File: config.mk
export PLATFORM = sky130hd
export DESIGN_NAME = rrc_ram
export DESIGN_NICKNAME = d
export VERILOG_FILES = /design/src/rrc_ram.sv
export SDC_FILE = /design/constraint.sdc
export NUM_CORES = 2
export LEC_CHECK = 0
export BUFFER_PORTS_ARGS = -buffer_cell sky130_fd_sc_hd__buf_2
export CORE_ASPECT_RATIO = 1.1
export CORE_MARGIN = 3
export CORE_UTILIZATION = 50
export DETAILED_ROUTE_END_ITERATION = 8
export PLACE_DENSITY = 0.65
export SLEW_MARGIN = 30
export SYNTH_ARGS = -nofsm -noshare
export SYNTH_HDL_FRONTEND = slang
export SYNTH_SLANG_ARGS = --single-unit
File: constraint.sdc
create_clock -name clk -period 4.5 [get_ports clk]
set_input_delay 0.675 -clock clk [delete_from_list [all_inputs] [get_ports clk]]
set_output_delay 0.675 -clock clk [all_outputs]
set_load 0.005 [all_outputs]
File: src/rrc_ram.sv
// Generic single-write, single-read RAM with registered read data.
`default_nettype none
module rrc_ram #(
  parameter int unsigned WIDTH = 8,
  parameter int unsigned DEPTH = 256
) (
  input  wire logic                                      clk,
  input  wire logic                                      we,
  input  wire logic [(DEPTH > 1 ? $clog2(DEPTH) : 1)-1:0] waddr,
  input  wire logic [WIDTH-1:0]                          wdata,
  input  wire logic [(DEPTH > 1 ? $clog2(DEPTH) : 1)-1:0] raddr,
  output logic      [WIDTH-1:0]                          rdata
);

  logic [WIDTH-1:0] mem [DEPTH];

  // Write port
  always_ff @(posedge clk) begin
    if (we) begin
      mem[waddr] <= wdata;
    end
  end

  // Registered read port
  always_ff @(posedge clk) begin
    rdata <= mem[raddr];
  end

endmodule
`default_nettype wire

==> reports/qor.yml <==
status: "completed"
cts_resized: 0
ys_ff_latch: 2056
stdcell_area_um2: 89400
clk_pin_slew_worst_paths_ps: 60
die_area_um2: 164000
num_rows: 152
holdCritPathClass: "in -> reg"
yosysMostFrequentCell: "edfxtp_1"
setup_viol: 0
drive_gt1_share_pct: 24.2
io_buffer_count: 33
drv_slew: 0
ys_types: 55
areaGrowthSynthToFinish_pct: 12.4
syn_inst: 3733
drtAntennaViolNets: 0
cts_htree_levels: 4
cts_sinks: 2056
synthFlopType: "edfxtp_1"
syn-num-nets: 3759
clock_latency_ps: 840
yosysTopAreaCell: "edfxtp_1"
crit_fanout: 31
synthTopCellsByArea: "edfxtp_1 77%, mux4_2 13%, mux2i_1 1.7%, nor2_1 1.3%, a22oi_1 1.3%"
nets: 3927
numCtsBuffers: 197
grt_usage_pct: 24.0
worstSetupPathType: "in -> reg"
hold_violations: 0
setup_ws_ps: 1330
die_h_um: 424
seq_area_frac_synth_pct: 77.5
max-vdd-ir-drop_v: 0.000423
grt_start_max_net_pins: 146
postPlaceCellArea_um2: 82600
ioPinCount: 34
tightest_slew_ps: 1060
vias_per_cell: 6.30
synthTopCellsByCount: "2,048 x edfxtp_1, 454 x mux4_2, 282 x nor2_1"
p_leak_nw: 27.6
dp_slack_ps: 494
grt_pass1_vias: 38908
core-area_um2: 157000
max_cap_viol_count: 0
cts.path.max_buffers: 3
drc_errors: 0
initial_core_util_pct: 50.6
synth-edff-count: 2048
avgSynthCellArea_um2: 21.3
first_pass_iters: 8
wl_um: 194000
worstHoldStart: "wdata[2]"
finalWeightedCongestion: 0.858
fmax_mhz: 316
power_density_nw_per_um2: 447
fin_crit_ps: 3170
drtIter0Drc: 5019
cts_tree: "done"
wl_per_cell_um: 31.5
antenna_found_initial: 13
crit_arrival_ps: 3870
netlist_area_um2: 79600
ctsHoldBuffers: 0
post_cts_buffers: 0
cp.required_ps: 5210
rsz0062_at_grt: "no"
hpwl_um: 120000
end_kind: "register"
die_x_um: 386
cts_root_buffer: "clkbuf_16"
r2r_start: "mem[71][4]$_DFFE_PP_"
fin_setup_tns_ps: 0
yosysWarnings: 0
start_kind: "input port"
grt_overflow: 0
dpl.cell_count: 5778
finalCritPeriodShare_pct: 70.4
grt_pass1_wl_um: 281000
skew_ps: 32.5
yosysTopAreaCellShare_pct: 77.3
crit_start: "raddr[0]"
synth-async-reset-ratio_pct: 0
vias: 38787
utilization_pct: 56.9
maxSlewHeadroom_pct: 29.3
layout.cells.non_filler: 6156
==> worst paths after layout <==
kind | end | slack, ps | depth (start not counted)
setup reg to reg | rdata[4]$_DFF_P_ | 1800 | 6
setup / recovery | rdata[3]$_DFF_P_ | 1330 | 9
hold / removal | mem[96][2]$_DFFE_PP_ | 140 | 1
hold reg to reg | rdata[2]$_DFF_P_ | 1080 | 7
==> cell families after synthesis <==
logic type / count (synthesis) / synth area share, %
DFF: 2056 / 77.5
buffers and inverters: 235 / 1.83
and+or+nand+nor: 466 / 2.63
muxes: 591 / 14.6
AOI/OAI and AO/OA: 385 / 3.42
==> cell type report <==
cell class / count / area, µm²
multi-input cells: 1442 / 16600
diodes: 8 / 20.0
clock buffers: 236 / 5140
repair buffers: 202 / 1910
fillers: 11510 / 67700
well taps: 2079 / 2600
flip-flops and latches: 2056 / 61700
clock inverters: 131 / 1490
inverters: 2 / 7.51
==> worst max-delay path, stage by stage <==
cell and delay (ps):
buf_8 390, buf_4 520, mux4_2 550, nand2b_1 170
a311oi_1 380, o221ai_1 260, a211oi_1 590, buf_4 230
nor4_1 40
==> registers in the layout (all words and copies together), names as in the netlist <==
register,count
mem,2048
rdata,8
==> cells in the final DEF, fill, tap and decap left out, types with 5 or more instances in the layout <==
cell type	n
a211oi_1	16
a21oi_1	96
a221oi_1	13
a22o_1	8
a22oi_1	133
and2_1	5
buf_12	26
buf_2	21
buf_4	142
buf_8	8
bufinv_16	28
clkbuf_1	35
clkbuf_16	199
clkinv_1	43
clkinv_2	37
clkinv_8	6
clkinvlp_4	8
dfxtp_1	8
diode_2	8
edfxtp_1	2048
mux2i_1	134
mux4_2	454
nand2_1	33
nand2b_1	8
nand3_1	34
nand4_1	10
nor2_1	266
nor2_2	13
nor2b_1	28
nor3_1	21
nor4_1	19
nor4_2	8
o211ai_1	10
o21ai_0	10
o221ai_1	46
o22a_1	5
o22ai_1	28
==> report_power, final <==
group / switching, W / leakage (nW) / internal [W]
sequential: 0.0000462 / 18.5 / 0.0211
clock: 0.00711 / 3.23 / 0.00978
combinational: 0.00124 / 5.93 / 0.000678
total: 0.00839 / 27.6 / 0.0316
==> per-layer routing <==
layer  up-vias  GRT usage (%)  routed length, µm
met3       325           4.84              16300
met5         -              0                 57
li1      16077              -                  -
met1     20588           33.9              76800
met2      1789           38.1              95100
met4         8           7.37               5950
==> metrics by stage <==
stage	hold slack (ps)	power, W
2_1_floorplan	770	0.0226
3_3_place_gp	992	0.0235
3_5_place_dp	995	0.0235
4_1_cts	91.4	0.0402
5_1_grt	125	0.0410
6_report	141	0.0400
Note: power is estimated with default switching activity, not from simulation.
