==> src/rrc_pkg.sv <==
// Shared types, codes and constants of the rectangle raster canvas.
`default_nettype none
package rrc_pkg;

  // Default canvas geometry and fixed-point format
  localparam int unsigned MAX_COLS_DEF  = 256;
  localparam int unsigned MAX_ROWS_DEF  = 256;
  localparam int unsigned FRAC_BITS_DEF = 8;

  // Field widths
  localparam int unsigned FIX_W      = 20;
  localparam int unsigned CHAR_W     = 8;
  localparam int unsigned RD_IDX_W   = 8;
  localparam int unsigned SIZE_W     = 9;
  localparam int unsigned CFG_IDX_W  = 2;
  localparam int unsigned CFG_DATA_W = 9;

  // Bound arithmetic width: x + w of two 20-bit values plus rounding headroom
  localparam int unsigned EXT_W = FIX_W + 2;

  // Configuration register indexes
  localparam logic [CFG_IDX_W-1:0] REG_CANVAS_WIDTH  = 2'd0;
  localparam logic [CFG_IDX_W-1:0] REG_CANVAS_HEIGHT = 2'd1;
  localparam logic [CFG_IDX_W-1:0] REG_BACKGROUND    = 2'd2;

  // Register reset values
  localparam logic [SIZE_W-1:0] CANVAS_WIDTH_RST  = 9'd256;
  localparam logic [SIZE_W-1:0] CANVAS_HEIGHT_RST = 9'd256;
  localparam logic [CHAR_W-1:0] BACKGROUND_RST    = 8'd32;

  typedef enum logic [1:0] {
    CMD_CLEAR   = 2'd0,
    CMD_FILL    = 2'd1,
    CMD_OUTLINE = 2'd2,
    CMD_READ    = 2'd3
  } cmd_t;

  typedef enum logic [1:0] {
    STAT_OK    = 2'd0,
    STAT_SIZE  = 2'd1,
    STAT_RANGE = 2'd2
  } status_t;

  typedef enum logic [2:0] {
    S_IDLE,
    S_PREP,
    S_CHECK,
    S_SCAN,
    S_READ,
    S_DONE
  } fsm_t;

  // Request payload
  typedef struct packed {
    cmd_t                     cmd;
    logic signed [FIX_W-1:0]  x_pos;
    logic signed [FIX_W-1:0]  y_pos;
    logic signed [FIX_W-1:0]  rect_width;
    logic signed [FIX_W-1:0]  rect_height;
    logic [CHAR_W-1:0]        fill_char;
    logic [RD_IDX_W-1:0]      read_col;
    logic [RD_IDX_W-1:0]      read_row;
  } in_item_t;

  // Result payload
  typedef struct packed {
    status_t           status;
    logic [CHAR_W-1:0] pixel_char;
  } out_item_t;

  // Rectangle bounds and the clipped scan window handed to the scanner
  typedef struct packed {
    logic signed [EXT_W-1:0] left;
    logic signed [EXT_W-1:0] right;
    logic signed [EXT_W-1:0] top;
    logic signed [EXT_W-1:0] bottom;
    logic signed [EXT_W-1:0] c0;
    logic signed [EXT_W-1:0] c1;
    logic signed [EXT_W-1:0] r0;
    logic signed [EXT_W-1:0] r1;
    logic                    outline;
    logic                    size_bad;
    logic                    empty;
  } bnd_t;

endpackage
`default_nettype wire

==> src/rrc_bounds.sv <==
// Integer bounds of a rectangle from its Q-format corner and size, clipped to the canvas.
`default_nettype none
module rrc_bounds #(
  parameter int unsigned FRAC_BITS = rrc_pkg::FRAC_BITS_DEF
) (
  input  wire logic                                 clk,
  input  wire logic                                 en,
  input  wire rrc_pkg::in_item_t                    item,
  input  wire logic signed [rrc_pkg::EXT_W-1:0]     cols_lim,
  input  wire logic signed [rrc_pkg::EXT_W-1:0]     rows_lim,
  output rrc_pkg::bnd_t                             bnd
);
  import rrc_pkg::*;

  localparam logic signed [EXT_W-1:0] RND = EXT_W'((64'd1 << FRAC_BITS) - 64'd1);
  localparam logic signed [EXT_W-1:0] ZERO = '0;
  localparam logic signed [EXT_W-1:0] ONE  = EXT_W'(1);

  logic signed [EXT_W-1:0] x_e, y_e, w_e, h_e;
  logic signed [EXT_W-1:0] left, right, top, bottom;
  logic signed [EXT_W-1:0] c0, c1, r0, r1;
  logic                    size_bad;

  // Sign-extend the fixed-point fields
  assign x_e = EXT_W'(item.x_pos);
  assign y_e = EXT_W'(item.y_pos);
  assign w_e = EXT_W'(item.rect_width);
  assign h_e = EXT_W'(item.rect_height);

  // ceil for the near edges, floor (toward minus infinity) for the far edges
  assign left   = (x_e + RND) >>> FRAC_BITS;
  assign top    = (y_e + RND) >>> FRAC_BITS;
  assign right  = (x_e + w_e) >>> FRAC_BITS;
  assign bottom = (y_e + h_e) >>> FRAC_BITS;

  // Clip to the canvas in use
  assign c0 = (left < ZERO) ? ZERO : left;
  assign r0 = (top  < ZERO) ? ZERO : top;
  assign c1 = (right  > cols_lim - ONE) ? cols_lim - ONE : right;
  assign r1 = (bottom > rows_lim - ONE) ? rows_lim - ONE : bottom;

  // Width or height zero or negative
  assign size_bad = item.rect_width[FIX_W-1]  || (item.rect_width  == '0) ||
                    item.rect_height[FIX_W-1] || (item.rect_height == '0);

  // Bounds register
  always_ff @(posedge clk) begin
    if (en) begin
      bnd.left     <= left;
      bnd.right    <= right;
      bnd.top      <= top;
      bnd.bottom   <= bottom;
      bnd.c0       <= c0;
      bnd.c1       <= c1;
      bnd.r0       <= r0;
      bnd.r1       <= r1;
      bnd.outline  <= (item.cmd == CMD_OUTLINE);
      bnd.size_bad <= size_bad;
      bnd.empty    <= (c0 > c1) || (r0 > r1);
    end
  end

endmodule
`default_nettype wire

==> config.mk <==
export PLATFORM = sky130hd
export DESIGN_NAME = rrc_bounds
export DESIGN_NICKNAME = d
export VERILOG_FILES = /design/src/rrc_pkg.sv /design/src/rrc_bounds.sv
export SDC_FILE = /design/constraint.sdc
export NUM_CORES = 1
export LEC_CHECK = 0
export BUFFER_PORTS_ARGS = -buffer_cell sky130_fd_sc_hd__buf_4
export CAP_MARGIN = 15
export CORE_MARGIN = 3
export CORE_UTILIZATION = 30
export CTS_BUF_LIST = sky130_fd_sc_hd__clkbuf_4 sky130_fd_sc_hd__clkbuf_8
export DETAILED_ROUTE_END_ITERATION = 8
export GPL_ROUTABILITY_DRIVEN = 0
export PLACE_DENSITY_LB_ADDON = 0.3
export SLEW_MARGIN = 20
export SYNTH_ARGS = -nofsm -noshare
export SYNTH_HDL_FRONTEND = slang
export SYNTH_SLANG_ARGS = --single-unit
==> constraint.sdc <==
create_clock -name clk -period 11.8 [get_ports clk]
set_input_delay 2.95 -clock clk [delete_from_list [all_inputs] [get_ports clk]]
set_output_delay 2.95 -clock clk [all_outputs]
set_load 0.02 [all_outputs]
==> flow_metrics.env, run 1 <==
export IMPL_cp_data_required_time_ns=11.99
export IMPL_n_antenna_cell=0
export IMPL_dp_cells=1507
export IMPL_instances_no_fill=1539
export IMPL_crit_top_cell="o21ai_0"
export IMPL_ys_types=64
export IMPL_cp_data_arrival_time_ns=9.63
export IMPL_cts_tree="done"
export IMPL_switchingPower_mw=0.5507
export IMPL_wl_met2_mm=13.24
export IMPL_viasPerCell=4.766
export IMPL_firstDrtPassIters=4
export IMPL_slew_viol_final=0
export IMPL_largest_register_ffs=123
export IMPL_hp_class="input port to flip-flop"
export IMPL_pwr_share_comb_pct=35.4
export IMPL_tns_ns=0
export IMPL_cp_end_kind="flip-flop"
export IMPL_die_area_sq_um=32590
export IMPL_clk_path_buf_depth=2
export IMPL_initial_utilization_pct=30.67
export IMPL_setup_viol=0
export IMPL_wl_met1_mm=11.16
export IMPL_p_leak_nw=5.137
export IMPL_ys_warnings_count=0
export IMPL_coreArea_sq_um=29800
export IMPL_cp_endpoint="bnd[0]"
export IMPL_synth_area_sq_um=9138
export IMPL_p_sw_share_pct=33.96
export IMPL_path_class="input port to flip-flop"
export IMPL_startpoint="item[51]"
export IMPL_rsz0062_at_grt="false"
export IMPL_crit_slowest_cell="nor4b_1"
export IMPL_max_freq_mhz=106.0
export IMPL_grt_max_degree=77
export IMPL_cts_resized=0
export IMPL_min_from="item[104]"
export IMPL_cts_hold_buffers=0
export IMPL_worstPathMaxFanout=28
export IMPL_p_int_mw=1.071
export IMPL_numClockSinks=123
export IMPL_grt_remaining_overflow=0
export IMPL_p_clk_share_pct=29.1
export IMPL_rows=63
export IMPL_numCtsBuffers=17
export IMPL_grt_usage_pct=16.21
export IMPL_grt_pass1_wl_mm=41.34
export IMPL_syn_inst=875
export IMPL_layout_common_cells="buf_4, edfxtp_1, ha_1"
export IMPL_antenna_left=0
export IMPL_synth_avg_cell_area_sq_um=10.44
export IMPL_fill_cells=2935
export IMPL_ys_seq_area_share_pct=40.42
export IMPL_die_w_um=180.5
export IMPL_cts_max_level=4
export IMPL_cts_root_buf="clkbuf_8"
export IMPL_antenna_found_initial=0
export IMPL_clk_pin_slew_ns=0.07
export IMPL_post_cts_buffers=0
export IMPL_status="completed"
export IMPL_cp_slowest_stage_delay_ns=0.85
export IMPL_synthArstFlopShare_pct=0
export IMPL_drt_initial_drc_count=267
export IMPL_hold_violations=0
export IMPL_layout_commonest_cell="buf_4"
export IMPL_wl_per_cell_um=17.53
export IMPL_fin_nets=1390
export IMPL_relSlewSlack_pct=31.82
export IMPL_largest_register="bnd"
export IMPL_dp_hpwl_mm=21.95
export IMPL_grt_pass1_vias=7468
export IMPL_seq_power_share_pct=35.5
export IMPL_crit_family="compound AO/OA/AOI/OAI gates"
export IMPL_cap_violations=0
export IMPL_path_buf_inv=2
export IMPL_wl_mm=26.98
export IMPL_route_top_layer_used="met4"
export IMPL_cp_depth=29
export IMPL_synthFlopType="edfxtp_1"
export IMPL_synth_ff_latch_count=123
export IMPL_reg_largest_list="bnd (123)"
export IMPL_drc=0
export IMPL_area_growth_pct=29.99
export IMPL_ir_drop_uv=69.64
export IMPL_fin_crit_ns=9.436
export IMPL_tightest_slew_ns=1.023
export IMPL_routed_via_count=7335
export IMPL_power_density_nw_per_um2=136.5
export IMPL_portBuffers=286
export IMPL_io_pins=331
export IMPL_drive_above_1_share_pct=29.59
export IMPL_finalCritPeriodShare_pct=79.97
export IMPL_wl_met3_mm=1.827
export IMPL_die_h_um=180.5
export IMPL_startpoint_type="input port"
export IMPL_synth_edff_count=123
how the worst min path moves through the flow:
stage	depth (start not counted)	slack, ns	end
2_1_floorplan	0	3.06	bnd[0]
3_3_place_gp	2	3.23	bnd[2]
3_5_place_dp	2	3.23	bnd[2]
4_1_cts	2	2.73	bnd[2]
5_1_grt	2	2.74	bnd[2]
6_report	2	2.78	bnd[2]
cell type report:
type	instances	area [sq um]	area share, %
inverter	36	135.1	1.138
tap	390	488.0	4.108
multi-input combinational	667	4892	41.19
clock inverter	14	242.7	2.044
sequential	123	3694	31.10
clock buffer	18	241.5	2.033
timing repair buffer	291	2185	18.39
routing by layer:
metal,GRT usage (%),vias to the layer above
li1,-,3676
met1,18.64,3367
met2,28.77,259
met3,4.885,33
met4,5.373,0
met5,0,-
cell families (layout without fill, tap and decap cells):
kind of cell	Yosys count	in the layout	share of synthesized area, %
AO/OA/AOI/OAI	146	146	9.900
XOR/XNOR	82	82	7.860
adder cells (fa/ha/maj)	102	102	13.97
buffers and inverters	104	359	6.860
flip-flops	123	123	40.42
multiplexers	37	37	4.204
other	1	20	0.04104
AND/OR/NAND/NOR	280	280	16.75
cells in the mapped netlist (21+ instances only):
| cell | count | area share, % |
|---|---|---|
| ha_1 | 102 | 14 |
| xnor2_1 | 49 | 4.7 |
| o21ai_0 | 32 | 1.8 |
| buf_4 | 56 | 4.6 |
| nor2b_1 | 40 | 2.7 |
| xor2_1 | 33 | 3.2 |
| inv_1 | 36 | 1.5 |
| nor2_1 | 54 | 2.2 |
| edfxtp_1 | 123 | 40 |
| a21oi_1 | 49 | 2.7 |
| mux2i_1 | 26 | 2.8 |
| nand2_1 | 47 | 1.9 |
| nand3_1 | 21 | 1.2 |
power by group through the flow:
stage / Clock [mW] / Sequential (mW) / Combinational (mW)
2_1_floorplan: 0 / 0.653 / 0.291
3_3_place_gp: 0 / 0.584 / 0.571
3_5_place_dp: 0 / 0.584 / 0.578
4_1_cts: 0.487 / 0.576 / 0.582
5_1_grt: 0.509 / 0.581 / 0.632
6_report: 0.473 / 0.575 / 0.574
metrics by stage:
stage	power, mW	instance area, sq um	utilization [%]	setup WS, ns	hold WS, ns
2_1_floorplan	0.9445	9209	-	2.898	3.063
3_3_place_gp	1.155	11390	38.23	2.026	3.226
3_5_place_dp	1.162	11390	38.23	1.940	3.230
4_1_cts	1.644	11870	39.85	2.426	2.734
5_1_grt	1.722	11880	39.86	1.899	2.740
6_report	1.622	11880	39.86	2.364	2.778
Power figures use the tool's default switching activity.
==> inputs of run 2 (changes only) <==
clock period = 9.8 ns   (was 11.8 ns; I/O delays follow)
==> flow_metrics.env, run 2 (synthesis results as in run 1) <==
export IMPL_grt_max_degree=77
export IMPL_p_leak_nw=5.094
export IMPL_drc=0
export IMPL_antenna_left=0
export IMPL_path_class="input port to flip-flop"
export IMPL_coreArea_sq_um=29800
export IMPL_area_growth_pct=29.10
export IMPL_cap_violations=0
export IMPL_dp_hpwl_mm=21.94
export IMPL_rsz0062_at_grt="false"
export IMPL_initial_utilization_pct=30.67
export IMPL_die_area_sq_um=32590
export IMPL_status="completed"
export IMPL_ir_drop_uv=74.89
export IMPL_pwr_share_comb_pct=37.1
export IMPL_clk_pin_slew_ns=0.07
export IMPL_cts_tree="done"
export IMPL_post_cts_buffers=0
export IMPL_grt_remaining_overflow=0
export IMPL_tns_ns=0
export IMPL_crit_top_cell="a21o_1"
export IMPL_max_freq_mhz=112.1
export IMPL_p_int_mw=1.211
export IMPL_cp_data_required_time_ns=9.97
export IMPL_worstPathMaxFanout=17
export IMPL_wl_per_cell_um=17.28
export IMPL_grt_pass1_wl_mm=40.64
export IMPL_portBuffers=286
export IMPL_p_clk_share_pct=25.6
export IMPL_layout_commonest_cell="buf_4"
export IMPL_wl_mm=26.60
export IMPL_fill_cells=2956
export IMPL_fin_ws_ns=0.8781
export IMPL_tightest_slew_ns=1.056
export IMPL_crit_family="compound AO/OA/AOI/OAI gates"
export IMPL_seq_power_share_pct=37.2
export IMPL_reg_largest_list="bnd (123)"
export IMPL_die_h_um=180.5
export IMPL_grt_usage_pct=15.96
export IMPL_cp_slowest_stage_delay_ns=0.38
export IMPL_cts_resized=0
export IMPL_hold_violations=0
export IMPL_relSlewSlack_pct=29.61
export IMPL_numClockSinks=123
export IMPL_n_antenna_cell=0
export IMPL_firstDrtPassIters=5
export IMPL_crit_slowest_cell="o311ai_0"
export IMPL_finalCritPeriodShare_pct=91.04
export IMPL_slew_viol_final=0
export IMPL_drive_above_1_share_pct=29.50
export IMPL_viasPerCell=4.750
export IMPL_largest_register="bnd"
export IMPL_routed_via_count=7311
export IMPL_startpoint_type="input port"
export IMPL_io_pins=331
export IMPL_power_density_nw_per_um2=157.4
export IMPL_layout_common_cells="buf_4, edfxtp_1, ha_1"
export IMPL_largest_register_ffs=123
export IMPL_fin_crit_ns=8.922
export IMPL_hp_class="input port to flip-flop"
export IMPL_antenna_found_initial=0
export IMPL_switchingPower_mw=0.6457
export IMPL_cp_end_kind="flip-flop"
export IMPL_cts_hold_buffers=0
export IMPL_rows=63
export IMPL_cts_max_level=4
export IMPL_fin_nets=1391
export IMPL_die_w_um=180.5
export IMPL_clk_path_buf_depth=2
export IMPL_cp_data_arrival_time_ns=9.10
export IMPL_cts_root_buf="clkbuf_8"
export IMPL_numCtsBuffers=17
export IMPL_dp_slack_ns=0.4365
export IMPL_setup_viol=0
export IMPL_p_sw_share_pct=34.78
export IMPL_drt_initial_drc_count=299
export IMPL_path_buf_inv=2
export IMPL_grt_pass1_vias=7284
==> run 2: layer usage <==
| layer | vias to the layer above | part of all wire, % | track usage [%] |
|---|---|---|---|
| met5 | - | 0 | 0 |
| met4 | 0 | 1.8 | 4.513 |
| met3 | 22 | 7.3 | 4.865 |
| met2 | 260 | 50 | 28.79 |
| met1 | 3353 | 41 | 18.25 |
| li1 | 3676 | - | - |
==> run 2: path summary, 6_finish.rpt <==
check,from,to,slack [ns],cells after the start
max,item[32],bnd[0],0.88,34
min,item[104],bnd[2],2.29,2
==> run 2: cell type report <==
class	instances	area, sq um	share of cell area [%]
multi-input cells	667	4888	41.44
flip-flops and latches	123	3694	31.31
repair buffers	292	2192	18.58
well taps	390	488.0	4.137
clock buffers	19	249.0	2.111
clock inverters	12	150.1	1.273
inverters	36	135.1	1.146
==> run 2: power by group through the flow <==
stage | clock, mW | sequential [mW] | combinational, mW
2_1_floorplan | 0 | 0.787 | 0.351
3_3_place_gp | 0 | 0.703 | 0.688
3_5_place_dp | 0 | 0.703 | 0.695
4_1_cts | 0.493 | 0.692 | 0.699
5_1_grt | 0.519 | 0.699 | 0.760
6_report | 0.476 | 0.691 | 0.690
==> run 2: stage by stage <==
stage | hold slack [ns] | total power [mW] | std cells | instance area (sq um) | util, %
finish | 2.293 | 1.856 | 1539 | 11800 | 39.59
global route | 2.253 | 1.977 | 1539 | 11800 | 39.59
CTS | 2.241 | 1.884 | 1539 | 11800 | 39.59
detailed placement | 2.730 | 1.398 | 1508 | 11400 | 38.25
global placement | 2.726 | 1.391 | 1508 | 11400 | 38.25
floorplan | 2.563 | 1.137 | 894 | 9209 | -
==> inputs of run 3 (changes only) <==
RECOVER_POWER = 100   (was unset)
==> flow_metrics.env, run 3 (synthesis results as in run 1) <==
export IMPL_drt_initial_drc_count=259
export IMPL_routed_via_count=7306
export IMPL_fin_area_sq_um=11150
export IMPL_viasPerCell=4.747
export IMPL_cts_hold_buffers=0
export IMPL_die_h_um=180.5
export IMPL_drc=0
export IMPL_worstPathMaxFanout=17
export IMPL_grt_max_degree=77
export IMPL_grt_usage_pct=15.96
export IMPL_crit_slowest_cell="o311ai_0"
export IMPL_wl_per_cell_um=17.35
export IMPL_p_leak_nw=4.473
export IMPL_n_antenna_cell=0
export IMPL_largest_register_ffs=123
export IMPL_post_cts_buffers=0
export IMPL_hold_violations=0
export IMPL_hold_end="bnd[2]"
export IMPL_max_freq_mhz=111.3
export IMPL_portBuffers=286
export IMPL_power_density_nw_per_um2=160.4
export IMPL_initial_utilization_pct=30.67
export IMPL_instances_no_fill=1539
export IMPL_cts_resized=0
export IMPL_dp_hpwl_mm=21.94
export IMPL_die_w_um=180.5
export IMPL_clk_path_buf_depth=2
export IMPL_layout_common_cells="clkbuf_1, edfxtp_1, buf_4"
export IMPL_rows=63
export IMPL_numClockSinks=123
export IMPL_fin_ws_ns=0.8141
export IMPL_dp_slack_ns=0.4365
export IMPL_tns_ns=0
export IMPL_cts_root_buf="clkbuf_8"
export IMPL_hp_class="input port to flip-flop"
export IMPL_fill_cells=3152
export IMPL_cp_data_required_time_ns=9.97
export IMPL_relSlewSlack_pct=-184.6
export IMPL_grt_pass1_vias=7284
export IMPL_numCtsBuffers=17
export IMPL_hold_slack_ns=2.294
export IMPL_cts_max_level=4
export IMPL_cp_data_arrival_time_ns=9.16
export IMPL_grt_pass1_wl_mm=40.64
export IMPL_fin_nets=1391
export IMPL_antenna_left=0
export IMPL_firstDrtPassIters=5
export IMPL_grt_remaining_overflow=0
export IMPL_slew_viol_final=126
export IMPL_startpoint_type="input port"
export IMPL_dp_cells=1508
export IMPL_area_growth_pct=22.05
export IMPL_cp_slowest_stage_delay_ns=0.37
export IMPL_setup_viol=0
export IMPL_drive_above_1_share_pct=14.53
export IMPL_path_class="input port to flip-flop"
export IMPL_io_pins=331
export IMPL_coreArea_sq_um=29800
export IMPL_crit_family="compound AO/OA/AOI/OAI gates"
export IMPL_cp_end_kind="flip-flop"
export IMPL_cts_tree="done"
export IMPL_die_area_sq_um=32590
export IMPL_tightest_slew_ns=4.270
export IMPL_finalCritPeriodShare_pct=91.69
export IMPL_rsz0062_at_grt="false"
export IMPL_clk_pin_slew_ns=0.07
export IMPL_layout_commonest_cell="clkbuf_1"
export IMPL_status="complete, but fails checks"
export IMPL_min_from="item[104]"
export IMPL_dpl_cell_area_sq_um=11400
export IMPL_holdPathStages=2
export IMPL_largest_register="bnd"
export IMPL_ir_drop_uv=73.47
export IMPL_fin_crit_ns=8.986
export IMPL_cap_violations=2
export IMPL_crit_top_cell="a21o_1"
export IMPL_post_route_util_pct=37.43
export IMPL_wl_mm=26.71
export IMPL_path_buf_inv=2
export IMPL_finalPower_mw=1.788
export IMPL_antenna_found_initial=0
export IMPL_reg_largest_list="bnd (123)"
export IMPL_violations="capacitance limit, slew limit"
run 3: cell types whose count changed in the layout (fill, tap and decap cells not counted):
cell and change:
buf_4 -175, clkbuf_1 +171, clkbuf_4 +4, and2_0 +1
and2_1 -1, nand2_1 +1, nand2_2 -1, o21ai_0 +1
o21ai_1 -1
run 3: layout make-up:
cell class	count	area (sq um)	area share [%]
multi-input combinational	667	4886	43.81
inverter	36	135.1	1.212
clock inverter	12	150.1	1.346
timing repair buffer	292	1550	13.90
tap	390	488.0	4.376
sequential	123	3694	33.12
clock buffer	19	249.0	2.233
run 3: worst max-delay path by stage:
stage	start	end	depth (start not counted)
global placement	item[32]	bnd[0]	34
finish	item[73]	bnd[0]	34
CTS	item[32]	bnd[0]	34
detailed placement	item[32]	bnd[0]	34
global route	item[73]	bnd[0]	34
floorplan	item[32]	bnd[0]	34
run 3: power breakdown:
part	internal, mW	switching (mW)
logic	0.222	0.401
clock network	0.255	0.221
registers	0.669	0.0219
run 3: per-layer routing:
| metal | GRT usage (%) | vias up | share of wire, % |
|---|---|---|---|
| met5 | 0 | - | 0 |
| met4 | 4.513 | 0 | 1.7 |
| met1 | 18.25 | 3347 | 41 |
| li1 | - | 3675 | - |
| met3 | 4.865 | 20 | 7.5 |
| met2 | 28.79 | 264 | 50 |
