### src/rrc_pkg.sv
// Shared types, codes and constants of the rectangle raster canvas.
`default_nettype none
package rrc_pkg;

  // Default canvas geometry and fixed-point format
  localparam int unsigned MAX_COLS_DEF  = 256;
  localparam int unsigned MAX_ROWS_DEF  = 256;
  localparam int unsigned FRAC_BITS_DEF = 8;

  // Field widths
  localparam int unsigned FIX_W      = 20;
  localparam int unsigned CHAR_W     = 8;
  localparam int unsigned RD_IDX_W   = 8;
  localparam int unsigned SIZE_W     = 9;
  localparam int unsigned CFG_IDX_W  = 2;
  localparam int unsigned CFG_DATA_W = 9;

  // Bound arithmetic width: x + w of two 20-bit values plus rounding headroom
  localparam int unsigned EXT_W = FIX_W + 2;

  // Configuration register indexes
  localparam logic [CFG_IDX_W-1:0] REG_CANVAS_WIDTH  = 2'd0;
  localparam logic [CFG_IDX_W-1:0] REG_CANVAS_HEIGHT = 2'd1;
  localparam logic [CFG_IDX_W-1:0] REG_BACKGROUND    = 2'd2;

  // Register reset values
  localparam logic [SIZE_W-1:0] CANVAS_WIDTH_RST  = 9'd256;
  localparam logic [SIZE_W-1:0] CANVAS_HEIGHT_RST = 9'd256;
  localparam logic [CHAR_W-1:0] BACKGROUND_RST    = 8'd32;

  typedef enum logic [1:0] {
    CMD_CLEAR   = 2'd0,
    CMD_FILL    = 2'd1,
    CMD_OUTLINE = 2'd2,
    CMD_READ    = 2'd3
  } cmd_t;

  typedef enum logic [1:0] {
    STAT_OK    = 2'd0,
    STAT_SIZE  = 2'd1,
    STAT_RANGE = 2'd2
  } status_t;

  typedef enum logic [2:0] {
    S_IDLE,
    S_PREP,
    S_CHECK,
    S_SCAN,
    S_READ,
    S_DONE
  } fsm_t;

  // Request payload
  typedef struct packed {
    cmd_t                     cmd;
    logic signed [FIX_W-1:0]  x_pos;
    logic signed [FIX_W-1:0]  y_pos;
    logic signed [FIX_W-1:0]  rect_width;
    logic signed [FIX_W-1:0]  rect_height;
    logic [CHAR_W-1:0]        fill_char;
    logic [RD_IDX_W-1:0]      read_col;
    logic [RD_IDX_W-1:0]      read_row;
  } in_item_t;

  // Result payload
  typedef struct packed {
    status_t           status;
    logic [CHAR_W-1:0] pixel_char;
  } out_item_t;

  // Rectangle bounds and the clipped scan window handed to the scanner
  typedef struct packed {
    logic signed [EXT_W-1:0] left;
    logic signed [EXT_W-1:0] right;
    logic signed [EXT_W-1:0] top;
    logic signed [EXT_W-1:0] bottom;
    logic signed [EXT_W-1:0] c0;
    logic signed [EXT_W-1:0] c1;
    logic signed [EXT_W-1:0] r0;
    logic signed [EXT_W-1:0] r1;
    logic                    outline;
    logic                    size_bad;
    logic                    empty;
  } bnd_t;

endpackage
`default_nettype wire

### src/rrc_scan.sv
// Pixel scanner: walks a clipped window one pixel per cycle and emits write strobes.
`default_nettype none
module rrc_scan #(
  parameter int unsigned MAX_COLS = rrc_pkg::MAX_COLS_DEF,
  parameter int unsigned MAX_ROWS = rrc_pkg::MAX_ROWS_DEF
) (
  input  wire logic                                             clk,
  input  wire logic                                             rst_n,
  input  wire logic                                             start,
  input  wire rrc_pkg::bnd_t                                    win,
  output logic                                                  wr_en,
  output logic [(MAX_COLS > 1 ? $clog2(MAX_COLS) : 1)-1:0]      wr_col,
  output logic [(MAX_ROWS > 1 ? $clog2(MAX_ROWS) : 1)-1:0]      wr_row,
  output logic                                                  last
);
  import rrc_pkg::*;

  localparam int unsigned COL_W = (MAX_COLS > 1) ? $clog2(MAX_COLS) : 1;
  localparam int unsigned ROW_W = (MAX_ROWS > 1) ? $clog2(MAX_ROWS) : 1;

  bnd_t             win_r;
  logic             busy_r, busy_nxt;
  logic [COL_W-1:0] col_r, col_nxt;
  logic [ROW_W-1:0] row_r, row_nxt;
  logic             col_end, row_end, on_edge;
  logic signed [EXT_W-1:0] col_e, row_e;

  assign col_e   = signed'(EXT_W'(col_r));
  assign row_e   = signed'(EXT_W'(row_r));
  assign col_end = (col_r == win_r.c1[COL_W-1:0]);
  assign row_end = (row_r == win_r.r1[ROW_W-1:0]);

  // Outline pixels sit on a bound row or column
  assign on_edge = (col_e == win_r.left) || (col_e == win_r.right) ||
                   (row_e == win_r.top)  || (row_e == win_r.bottom);

  assign wr_en  = busy_r && (!win_r.outline || on_edge);
  assign wr_col = col_r;
  assign wr_row = row_r;
  assign last   = busy_r && col_end && row_end;

  // Raster stepping, column fastest
  always_comb begin
    busy_nxt = busy_r;
    col_nxt  = col_r;
    row_nxt  = row_r;
    if (start) begin
      busy_nxt = 1'b1;
      col_nxt  = win.c0[COL_W-1:0];
      row_nxt  = win.r0[ROW_W-1:0];
    end else if (busy_r) begin
      if (col_end) begin
        col_nxt = win_r.c0[COL_W-1:0];
        if (row_end) begin
          busy_nxt = 1'b0;
        end else begin
          row_nxt = row_r + ROW_W'(1);
        end
      end else begin
        col_nxt = col_r + COL_W'(1);
      end
    end
  end

  always_ff @(posedge clk) begin
    if (!rst_n) begin
      busy_r <= 1'b0;
    end else begin
      busy_r <= busy_nxt;
    end
  end

  // Position and window need no reset
  always_ff @(posedge clk) begin
    col_r <= col_nxt;
    row_r <= row_nxt;
    if (start) begin
      win_r <= win;
    end
  end

endmodule
`default_nettype wire

### config.mk
export PLATFORM = sky130hd
export DESIGN_NAME = rrc_scan
export DESIGN_NICKNAME = d
export VERILOG_FILES = /design/src/rrc_pkg.sv /design/src/rrc_scan.sv
export SDC_FILE = /design/constraint.sdc
export NUM_CORES = 1
export LEC_CHECK = 0
export BUFFER_PORTS_ARGS = -buffer_cell sky130_fd_sc_hd__clkbuf_2
export CAP_MARGIN = 20
export CORE_ASPECT_RATIO = 0.5
export CORE_MARGIN = 4
export CORE_UTILIZATION = 44
export CTS_CLUSTER_DIAMETER = 200
export DETAILED_ROUTE_END_ITERATION = 10
export HOLD_SLACK_MARGIN = 0.05
export PLACE_DENSITY = 0.76
export SETUP_SLACK_MARGIN = 0.2
export SYNTH_ARGS = -nofsm -noshare
export SYNTH_HDL_FRONTEND = slang
export SYNTH_SLANG_ARGS = --single-unit
### constraint.sdc
create_clock -name clk -period 2 [get_ports clk]
set_clock_uncertainty 0.1 [all_clocks]
set_input_delay 0.1 -clock clk [delete_from_list [all_inputs] [get_ports clk]]
set_output_delay 0.1 -clock clk [all_outputs]
set_load 0.02 [all_outputs]
==> impl_metrics.csv, run 1 <==
group,metric,value,unit
status,run_status,"complete, but fails checks",
status,violations,"setup timing",
min_path,whs_endpoint,"win_r[156]$_DFFE_PP_",
global_routing,gr-usage-all-layers,0.212,
critical_path,worst-path-buf-inv,3,
synth,ys_ff_latch,130,
cts,numClockSinks,130,
finish,drive_gt1_frac,0.381,
critical_path,r2r_end,"wr_col[2]$_DFFE_PP_",
critical_path,r2r_slack,-0.16,ns
critical_path,endpoint_kind,"output pin",
timing,hold_ws,0.0958,ns
routing,post-route-drc-count,0,
critical_path,start_kind,"flop",
routing,wl_per_cell,18.1,um
routing,vias,3763,
placed_design,place_area,6160,um2
cts,cts_root_buffer,"clkbuf_16",
placed_design,globalplace.congestion,0.838,
routing,routed_via_density,4.81,
die,fp.dieH,84.3,um
pwr,leakage,0.00336,uW
global_routing,grt_pass1_wl,21900,um
timing,relSlewSlack,0.654,
critical_path,crit_path_max_fanout,7,
synth,synth_nets,488,
pwr,p_per_area,866,nW/um2
die,core_area,11200,um2
min_path,hold_path.class,"input pin to flop",
cts,cts_tree,"done",
critical_path,critical-path-max-stage-delay,0.43,ns
finish,diodes,0,
critical_path,path_cells,"buf_4 -> xor2_1 -> nor4_2 -> buf_4 -> nand2_8 -> nor3_4 -> buf_6",
critical_path,path_common_cell,"buf_4",
finish,final_cell_area,8290,um2
synth,syn_area_per_cell,16.8,um2
synth,ys_seq_area_frac,0.761,
cts,cts.clk_slew.worst_paths,0.05,ns
routing,dr.pass1.iters,4,
critical_path,cpLargestDelayFamily,"buffers and inverters",
critical_path,crit_path_start,"wr_col[4]$_DFFE_PP_",
flow_run,max_cap_viol_count,0,
finish,areaGrowthSynthToFinish,61.9,%
routing,drt_iter0_drc,245,
die,initial_utilization,0.458,
placed_design,post-dp-hpwl,7890,um
finish,nets,798,
synth,syn_area,5120,um2
critical_path,cp.depth,7,
synth,synth_cell_types,28,
cts,cts_buffers,17,
cts,htreeDepth,4,
finish,fillers,655,
critical_path,critical_path_class,"flop to output pin",
global_routing,overflow,0,
die,die_w,161,um
cts,clockBufferDepth,2,
critical_path,worstPathRequired,1.80,ns
critical_path,crit_path_top_delay_cell,"edfxtp_1",
synth,yosys_warnings,0,
min_path,hold_start,"start",
routing,ant_nets,0,
die,rows,27,
global_routing,grt_max_degree,63,
global_routing,grt_antenna_before_repair,0,
timing,period_share,1.10,
min_path,worst_hold_path.num_cells,1,
finish,final_common_cell,"clkbuf_2",
critical_path,r2r_cells,8,
critical_path,regToRegStartpoint,"wr_col[4]$_DFFE_PP_",
timing,fin_ws,-0.204,ns
critical_path,arrival,2.00,ns
synth,syn_inst,304,
placed_design,io_buffers,141,
placed_design,pre_cts_ws,0.0318,ns
cts,clk_latency,0.41,ns
die,num_io_pins,200,
routing,wirelength,14100,um
finish,layout_common_cells,"138 x clkbuf_2, 129 x edfxtp_1, 122 x dlygate4sd3_1",
pwr,ir_drop,0.635,mV
timing,maxSlewViolCount,0,
timing,setup-violations-final,17,
die,die_area,13500,um2
timing,max_freq,454,MHz
timing,rsz0062_at_grt,"true",
timing,tightest_slew,0.519,ns
global_routing,grt_pass1_vias,4218,
timing,finalCriticalPeriod,2.20,ns
timing,hold_viol,0,
[sequential cells by signal (all words and copies together) (netlist names)]
name,flops
wr_col,8
win_r,113
wr_row,8
busy_r,1
[power by group]
| part | internal [uW] | switching, uW | leakage, uW |
|---|---|---|---|
| logic | 583 | 468 | 0.00183 |
| clock network | 1660 | 1080 | 0.000248 |
| registers | 3260 | 125 | 0.00128 |
| total | 5510 | 1670 | 0.00336 |
[metal layers]
| metal | wire length [um] | GRT usage | share of wire |
|---|---|---|---|
| met1 | 5410 | 0.240 | 0.38 |
| met3 | 591 | 0.0383 | 0.042 |
| met2 | 7830 | 0.403 | 0.55 |
| met5 | 0 | 0 | 0 |
| met4 | 325 | 0.0812 | 0.023 |
[final cells by class]
type | count | area (um2) | area share
flip-flops and latches | 130 | 3890 | 0.470
repair buffers | 305 | 2310 | 0.279
multi-input cells | 157 | 1370 | 0.165
clock buffers | 20 | 437 | 0.0527
well taps | 159 | 199 | 0.0240
clock inverters | 9 | 68.8 | 0.00830
inverters | 3 | 11.3 | 0.00136
[what timing repair did]
| action | 4_1_cts | 5_1_grt |
|---|---|---|
| hold endpoints to repair | 130 | 0 |
| hold buffers | 122 | 0 |
| gates resized for setup | 30 | 17 |
| buffers inserted | 12 | 5 |
| pin swaps | 14 | 13 |
| setup endpoints to repair | 17 | 19 |
[synth_stat cells, drive strengths merged]
library cell,count,area (um2)
edfxtp,129,3870
xnor2,36,315
xor2,24,218
nand2,17,71.3
nor4,17,119
o21ai,13,65.1
nand4,12,75.1
clkbuf,9,33.8
mux2i,9,90.1
nand3,6,30.0
nor2,6,22.5
buf,5,40.0
nor3,5,25.0
and3,3,20.0
inv,3,11.3
ha,2,25.0
mux2,2,22.5
o21a,2,15.0
a41o,1,11.3
dfxtp,1,20.0
o31ai,1,7.51
or2,1,6.26
[kinds of logic (layout without fill, tap and decap cells)]
family	after synthesis	in the layout	synth area share
mux	11	11	0.0220
buf+inv	17	337	0.0166
fa+ha+maj	2	2	0.00489
flops	130	130	0.761
xor+xnor	60	60	0.104
simple gates	67	67	0.0721
compound gates	17	17	0.0193
[per-stage QoR]
stage	std cells	utilization	power (uW)	TNS (ns)
6_report	783	0.741	7180	-1.87
2_1_floorplan	304	-	3760	-0.151
5_1_grt	783	0.741	7430	-3.48
3_5_place_dp	615	0.551	4090	0
4_1_cts	778	0.730	7070	-0.393
3_3_place_gp	615	0.551	4070	0
[worst max path at each step]
stage,to,slack (ns)
5_1_grt,wr_en,-0.32
3_5_place_dp,wr_col[1]$_DFFE_PP_,0.03
2_1_floorplan,wr_col[0]$_DFFE_PP_,-0.09
3_3_place_gp,wr_col[6]$_DFFE_PP_,0.05
4_1_cts,wr_en,-0.20
6_report,last,-0.20
(Power assumes the default switching activity.)
==> inputs of run 2 (changes only) <==
CTS_BUF_LIST = sky130_fd_sc_hd__clkbuf_8 sky130_fd_sc_hd__clkbuf_16   (was default)
==> impl_metrics.csv, run 2 (synthesis gave the netlist of run 1 again) <==
group,metric,value,unit
cts,clockBufferDepth,2,
cts,cts_tree,"done",
placed_design,io_buffers,141,
critical_path,r2r_slack,-0.13,ns
pwr,ir_drop,0.637,mV
cts,clk_latency,0.41,ns
placed_design,placedCellCount,615,
timing,hold_viol,0,
die,die_w,161,um
routing,routed_via_density,4.79,
routing,dr.pass1.iters,5,
finish,largest_reg_flops,113,
die,num_io_pins,200,
pwr,leakage,0.00337,uW
finish,nets,799,
timing,fin_ws,-0.213,ns
critical_path,crit_path_max_fanout,6,
timing,relSlewSlack,0.643,
routing,wirelength,14400,um
timing,rsz0062_at_grt,"true",
global_routing,grt_pass1_vias,4221,
finish,layout_common_cells,"138 x clkbuf_2, 129 x edfxtp_1, 122 x dlygate4sd3_1",
critical_path,worstPathRequired,1.80,ns
critical_path,critical_path_class,"flop to output pin",
die,core_area,11200,um2
pwr,p_per_area,867,nW/um2
timing,finalCriticalPeriod,2.21,ns
global_routing,gr-usage-all-layers,0.213,
routing,drt_iter0_drc,284,
cts,cts_buffers,17,
finish,diodes,0,
die,rows,27,
flow_run,max_cap_viol_count,0,
routing,wl_per_cell,18.4,um
global_routing,grt_antenna_before_repair,0,
timing,setup-violations-final,17,
global_routing,grt_max_degree,63,
cts,numClockSinks,130,
timing,period_share,1.11,
cts,cts.clk_slew.worst_paths,0.06,ns
placed_design,post-dp-hpwl,7890,um
critical_path,endpoint_kind,"output pin",
timing,max_freq,452,MHz
finish,fillers,653,
pwr,power.total,7190,uW
timing,tightest_slew,0.536,ns
timing,maxSlewViolCount,0,
global_routing,grt_pass1_wl,21900,um
finish,finalNonFillerCells,784,
routing,post-route-drc-count,0,
finish,regMostFlops,"win_r",
routing,ant_nets,0,
status,run_status,"complete, but fails checks",
critical_path,start_kind,"flop",
die,initial_utilization,0.458,
die,fp.dieH,84.3,um
routing,vias,3758,
cts,htreeDepth,4,
global_routing,overflow,0,
status,violations,"setup timing",
finish,drive_gt1_frac,0.382,
finish,final_common_cell,"clkbuf_2",
placed_design,globalplace.congestion,0.838,
cts,cts_root_buffer,"clkbuf_16",
critical_path,arrival,2.01,ns
min_path,hold_path.class,"input pin to flop",
placed_design,pre_cts_ws,0.0318,ns
die,die_area,13500,um2
finish,areaGrowthSynthToFinish,62.1,%
-- run 2: where the power goes --
group          total (uW)  internal [uW]  switching (uW)  leakage [uW]
Combinational        1060            586             470       0.00184
Sequential           3390           3260             126       0.00128
Clock                2750           1650            1100      0.000260
Total                7190           5490            1700       0.00337
-- run 2: final cells by class --
| class | count | area [um2] | share of cell area |
|---|---|---|---|
| well taps | 159 | 199 | 0.0240 |
| clock buffers | 17 | 425 | 0.0513 |
| inverters | 3 | 11.3 | 0.00136 |
| repair buffers | 306 | 2320 | 0.280 |
| flip-flops and latches | 130 | 3890 | 0.469 |
| multi-input cells | 157 | 1370 | 0.165 |
| clock inverters | 12 | 80.1 | 0.00965 |
-- run 2: critical path: stages, from the launching register on --
cell      delay [ns]
edfxtp_1        0.43
buf_6           0.17
xnor2_2         0.13
nand4_1         0.10
o31ai_2         0.08
buf_4           0.15
nor4_4          0.32
nor2_1          0.08
buf_4           0.16
-- run 2: per-stage QoR --
stage / util / hold slack (ns) / setup TNS (ns) / cell area [um2]
after floorplan: - / 0.0989 / -0.151 / 5130
after global placement: 0.551 / 0.176 / 0 / 6160
after detailed placement: 0.551 / 0.179 / 0 / 6160
after CTS: 0.730 / 0.0944 / -0.395 / 8160
after global routing: 0.742 / 0.106 / -3.43 / 8290
final: 0.742 / 0.0973 / -1.44 / 8290
-- run 2: per-layer routing --
metal / track usage / wire length, um / vias up
li1: - / - / 1765
met1: 0.240 / 5560 / 1821
met2: 0.402 / 7890 / 137
met3: 0.0392 / 580 / 35
met4: 0.0835 / 412 / 0
met5: 0 / 0 / -
-- run 2: final timing paths --
kind	start	end	cells past startpoint
worst min-delay path	start	win_r[156]$_DFFE_PP_	1
worst max register to register	wr_col[4]$_DFFE_PP_	wr_col[2]$_DFFE_PP_	8
worst max-delay path	wr_col[2]$_DFFE_PP_	wr_en	8
worst min register to register	win_r[72]$_DFFE_PP_	wr_col[3]$_DFFE_PP_	2
-- run 2: repair_timing --
item | 4_1_cts | 5_1_grt
hold endpoints to repair | 130 | 0
pin swaps | 14 | 13
setup buffers | 12 | 6
hold buffers | 122 | 0
setup endpoints to repair | 17 | 19
gates resized for setup | 30 | 17
==> inputs of run 3 (changes only) <==
ABC_AREA = 1   (was default)
CORE_UTILIZATION = 45   (was 44)
CTS_CLUSTER_SIZE = 12   (was default)
PLACE_DENSITY = 0.77   (was 0.76)
==> impl_metrics.csv, run 3 <==
group,metric,value,unit
pwr,p_per_area,893,nW/um2
routing,wl_met2,9260,um
synth,synth_cell_types,29,
critical_path,cp.depth,9,
timing,finalCriticalPeriod,2.27,ns
critical_path,regToRegStartpoint,"wr_col[6]$_DFFE_PP_",
critical_path,critical-path-max-stage-delay,0.55,ns
timing,max_freq,440,MHz
routing,drt_iter0_drc,543,
critical_path,path_cells,"inv_2 -> nand2_1 -> nand3_1 -> nor2_2 -> nand3_2 -> nand3_2 -> nor2_2 -> nor2_1 -> buf_4",
timing,maxSlewViolCount,0,
routing,m1WireLength,6870,um
die,die_area,14100,um2
synth,syn_inst,484,
routing,post-route-drc-count,0,
die,initial_utilization,0.463,
cts,cts_root_buffer,"clkbuf_16",
synth,synth_nets,668,
finish,areaGrowthSynthToFinish,61.6,%
routing,top_layer_used,"met4",
routing,vias,5119,
min_path,hold_path.class,"input pin to flop",
finish,drive_gt1_frac,0.330,
critical_path,r2r_end,"wr_col[4]$_DFFE_PP_",
finish,final_common_cell,"clkbuf_2",
die,num_io_pins,200,
synth,yosys_warnings,0,
synth,syn_area_per_cell,11.3,um2
finish,layout_common_cells,"137 x clkbuf_2, 129 x edfxtp_1, 128 x nand2_1",
synth,yosysMostFrequentCell,"nand2_1",
status,violations,"setup timing",
finish,fillers,679,
timing,tightest_slew,0.603,ns
synth,synth-edff-count,129,
finish,regMostFlops,"win_r",
timing,relSlewSlack,0.598,
cts,cts_tree,"done",
critical_path,r2r_cells,12,
critical_path,worst-path-buf-inv,2,
critical_path,cpLargestDelayFamily,"simple AND/OR/NAND/NOR gates",
die,fp.dieH,86.0,um
min_path,hold_start,"start",
synth,synth_top_cell_area_share,0.707,
pwr,ir_drop,0.693,mV
routing,wl_met3,1620,um
timing,fin_ws,-0.270,ns
critical_path,critical_path_class,"flop to output pin",
routing,dr.pass1.iters,5,
die,die_w,164,um
finish,nets,991,
critical_path,worstPathRequired,1.80,ns
cts,cts_buffers,17,
global_routing,overflow,0,
critical_path,start_kind,"flop",
timing,hold_ws,0.144,ns
global_routing,gr-usage-all-layers,0.247,
routing,routed_via_density,5.20,
global_routing,grt_max_degree,66,
cts,numClockSinks,130,
timing,setup-violations-final,18,
critical_path,crit_path_top_delay_cell,"edfxtp_1",
critical_path,endpoint_kind,"output pin",
global_routing,grt_pass1_wl,26100,um
placed_design,globalplace.congestion,0.826,
global_routing,grt_pass1_vias,5127,
status,run_status,"complete, but fails checks",
synth,syn_area,5480,um2
critical_path,crit_path_max_fanout,7,
min_path,worst_hold_path.num_cells,2,
synth,ys_async_sr_fraction,0,
synth,yosys-top-cells-area,"edfxtp_1 71%, nand2_1 9.8%, nor2_1 4.3%",
critical_path,r2r_slack,-0.14,ns
global_routing,grt_antenna_before_repair,1,
cts,clockBufferDepth,2,
die,core_area,11800,um2
timing,period_share,1.14,
routing,ant_nets,0,
critical_path,arrival,2.07,ns
synth,ys_ff_latch,130,
min_path,whs_endpoint,"win_r[74]$_DFFE_PP_",
placed_design,io_buffers,141,
die,rows,28,
pwr,leakage,0.00399,uW
timing,rsz0062_at_grt,"true",
critical_path,crit_path_start,"wr_col[6]$_DFFE_PP_",
timing,hold_viol,0,
routing,wl_per_cell,19.0,um
synth,ys_seq_area_frac,0.711,
placed_design,post-dp-hpwl,8440,um
placed_design,pre_cts_ws,0.0928,ns
cts,clk_latency,0.42,ns
cts,htreeDepth,4,
synth,yosysTopAreaCell,"edfxtp_1",
synth,synth_flop_cell,"edfxtp_1",
finish,largest_reg_flops,113,
flow_run,max_cap_viol_count,0,
synth,synth_common_cells,"143 x nand2_1, 129 x edfxtp_1, 63 x nor2_1, 60 x inv_1, 19 x nand3_1",
routing,wirelength,18700,um
cts,cts.clk_slew.worst_paths,0.06,ns
run 3: cell types whose count changed after synthesis, sizes merged, moves of 7 or more:
cell and change:
nor2 +58, inv +62, xor2 -9, o21ai -8, nor4 -17, clkbuf -7, nand2 +127, xnor2 -29
mux2i -9, nand3 +14
run 3: worst max-delay path by stage:
stage               slack [ns]                   to
floorplan                 0.24  wr_row[0]$_DFFE_PP_
global placement          0.13  wr_col[6]$_DFFE_PP_
detailed placement        0.09  wr_col[6]$_DFFE_PP_
CTS                      -0.13                wr_en
global route             -0.36                wr_en
finish                   -0.27                wr_en
run 3: power breakdown:
part	switching, uW	internal (uW)
combinational	585	542
clock	1190	2180
sequential	152	3260
run 3: what timing repair did:
item,4_1_cts,5_1_grt
pin swaps,22,18
endpoints found under the setup margin,15,22
hold buffers,122,0
buffers inserted,32,8
resized for setup,30,46
hold endpoints to repair,130,0
run 3: final cells by class:
| class | instances | area (um2) | share of cell area |
|---|---|---|---|
| multi-input cells | 282 | 1510 | 0.171 |
| clock buffers | 17 | 425 | 0.0480 |
| clock inverters | 14 | 195 | 0.0220 |
| well taps | 165 | 206 | 0.0233 |
| flip-flops and latches | 130 | 3890 | 0.440 |
| inverters | 65 | 251 | 0.0284 |
| diodes | 1 | 2.50 | 0.000283 |
| repair buffers | 311 | 2370 | 0.268 |
run 3: layer usage:
| metal | track usage | vias to the layer above |
|---|---|---|
| li1 | - | 2234 |
| met1 | 0.285 | 2429 |
| met2 | 0.442 | 365 |
| met3 | 0.0542 | 91 |
| met4 | 0.118 | 0 |
| met5 | 0 | - |
run 3: metrics by stage:
stage               setup TNS [ns]  area [um2]   util  total power [uW]  std cells
global route                 -2.80        8850  0.748              8130        985
floorplan                        0        5480      -              3770        484
CTS                         -0.250        8640  0.729              7660        976
detailed placement               0        6430  0.543              4080        791
global placement                 0        6430  0.543              4050        791
finish                       -2.00        8850  0.748              7900        985
run 3: cell families (layout without fill, tap and decap cells):
logic type | after synthesis | in the layout | synth area share
flip-flops | 130 | 130 | 0.711
buffers and inverters | 72 | 407 | 0.0521
XOR/XNOR | 22 | 22 | 0.0352
AND/OR/NAND/NOR | 245 | 245 | 0.183
adder cells (fa/ha/maj) | 2 | 2 | 0.00457
AO/OA/AOI/OAI | 13 | 13 | 0.0146
other | 0 | 1 | 0
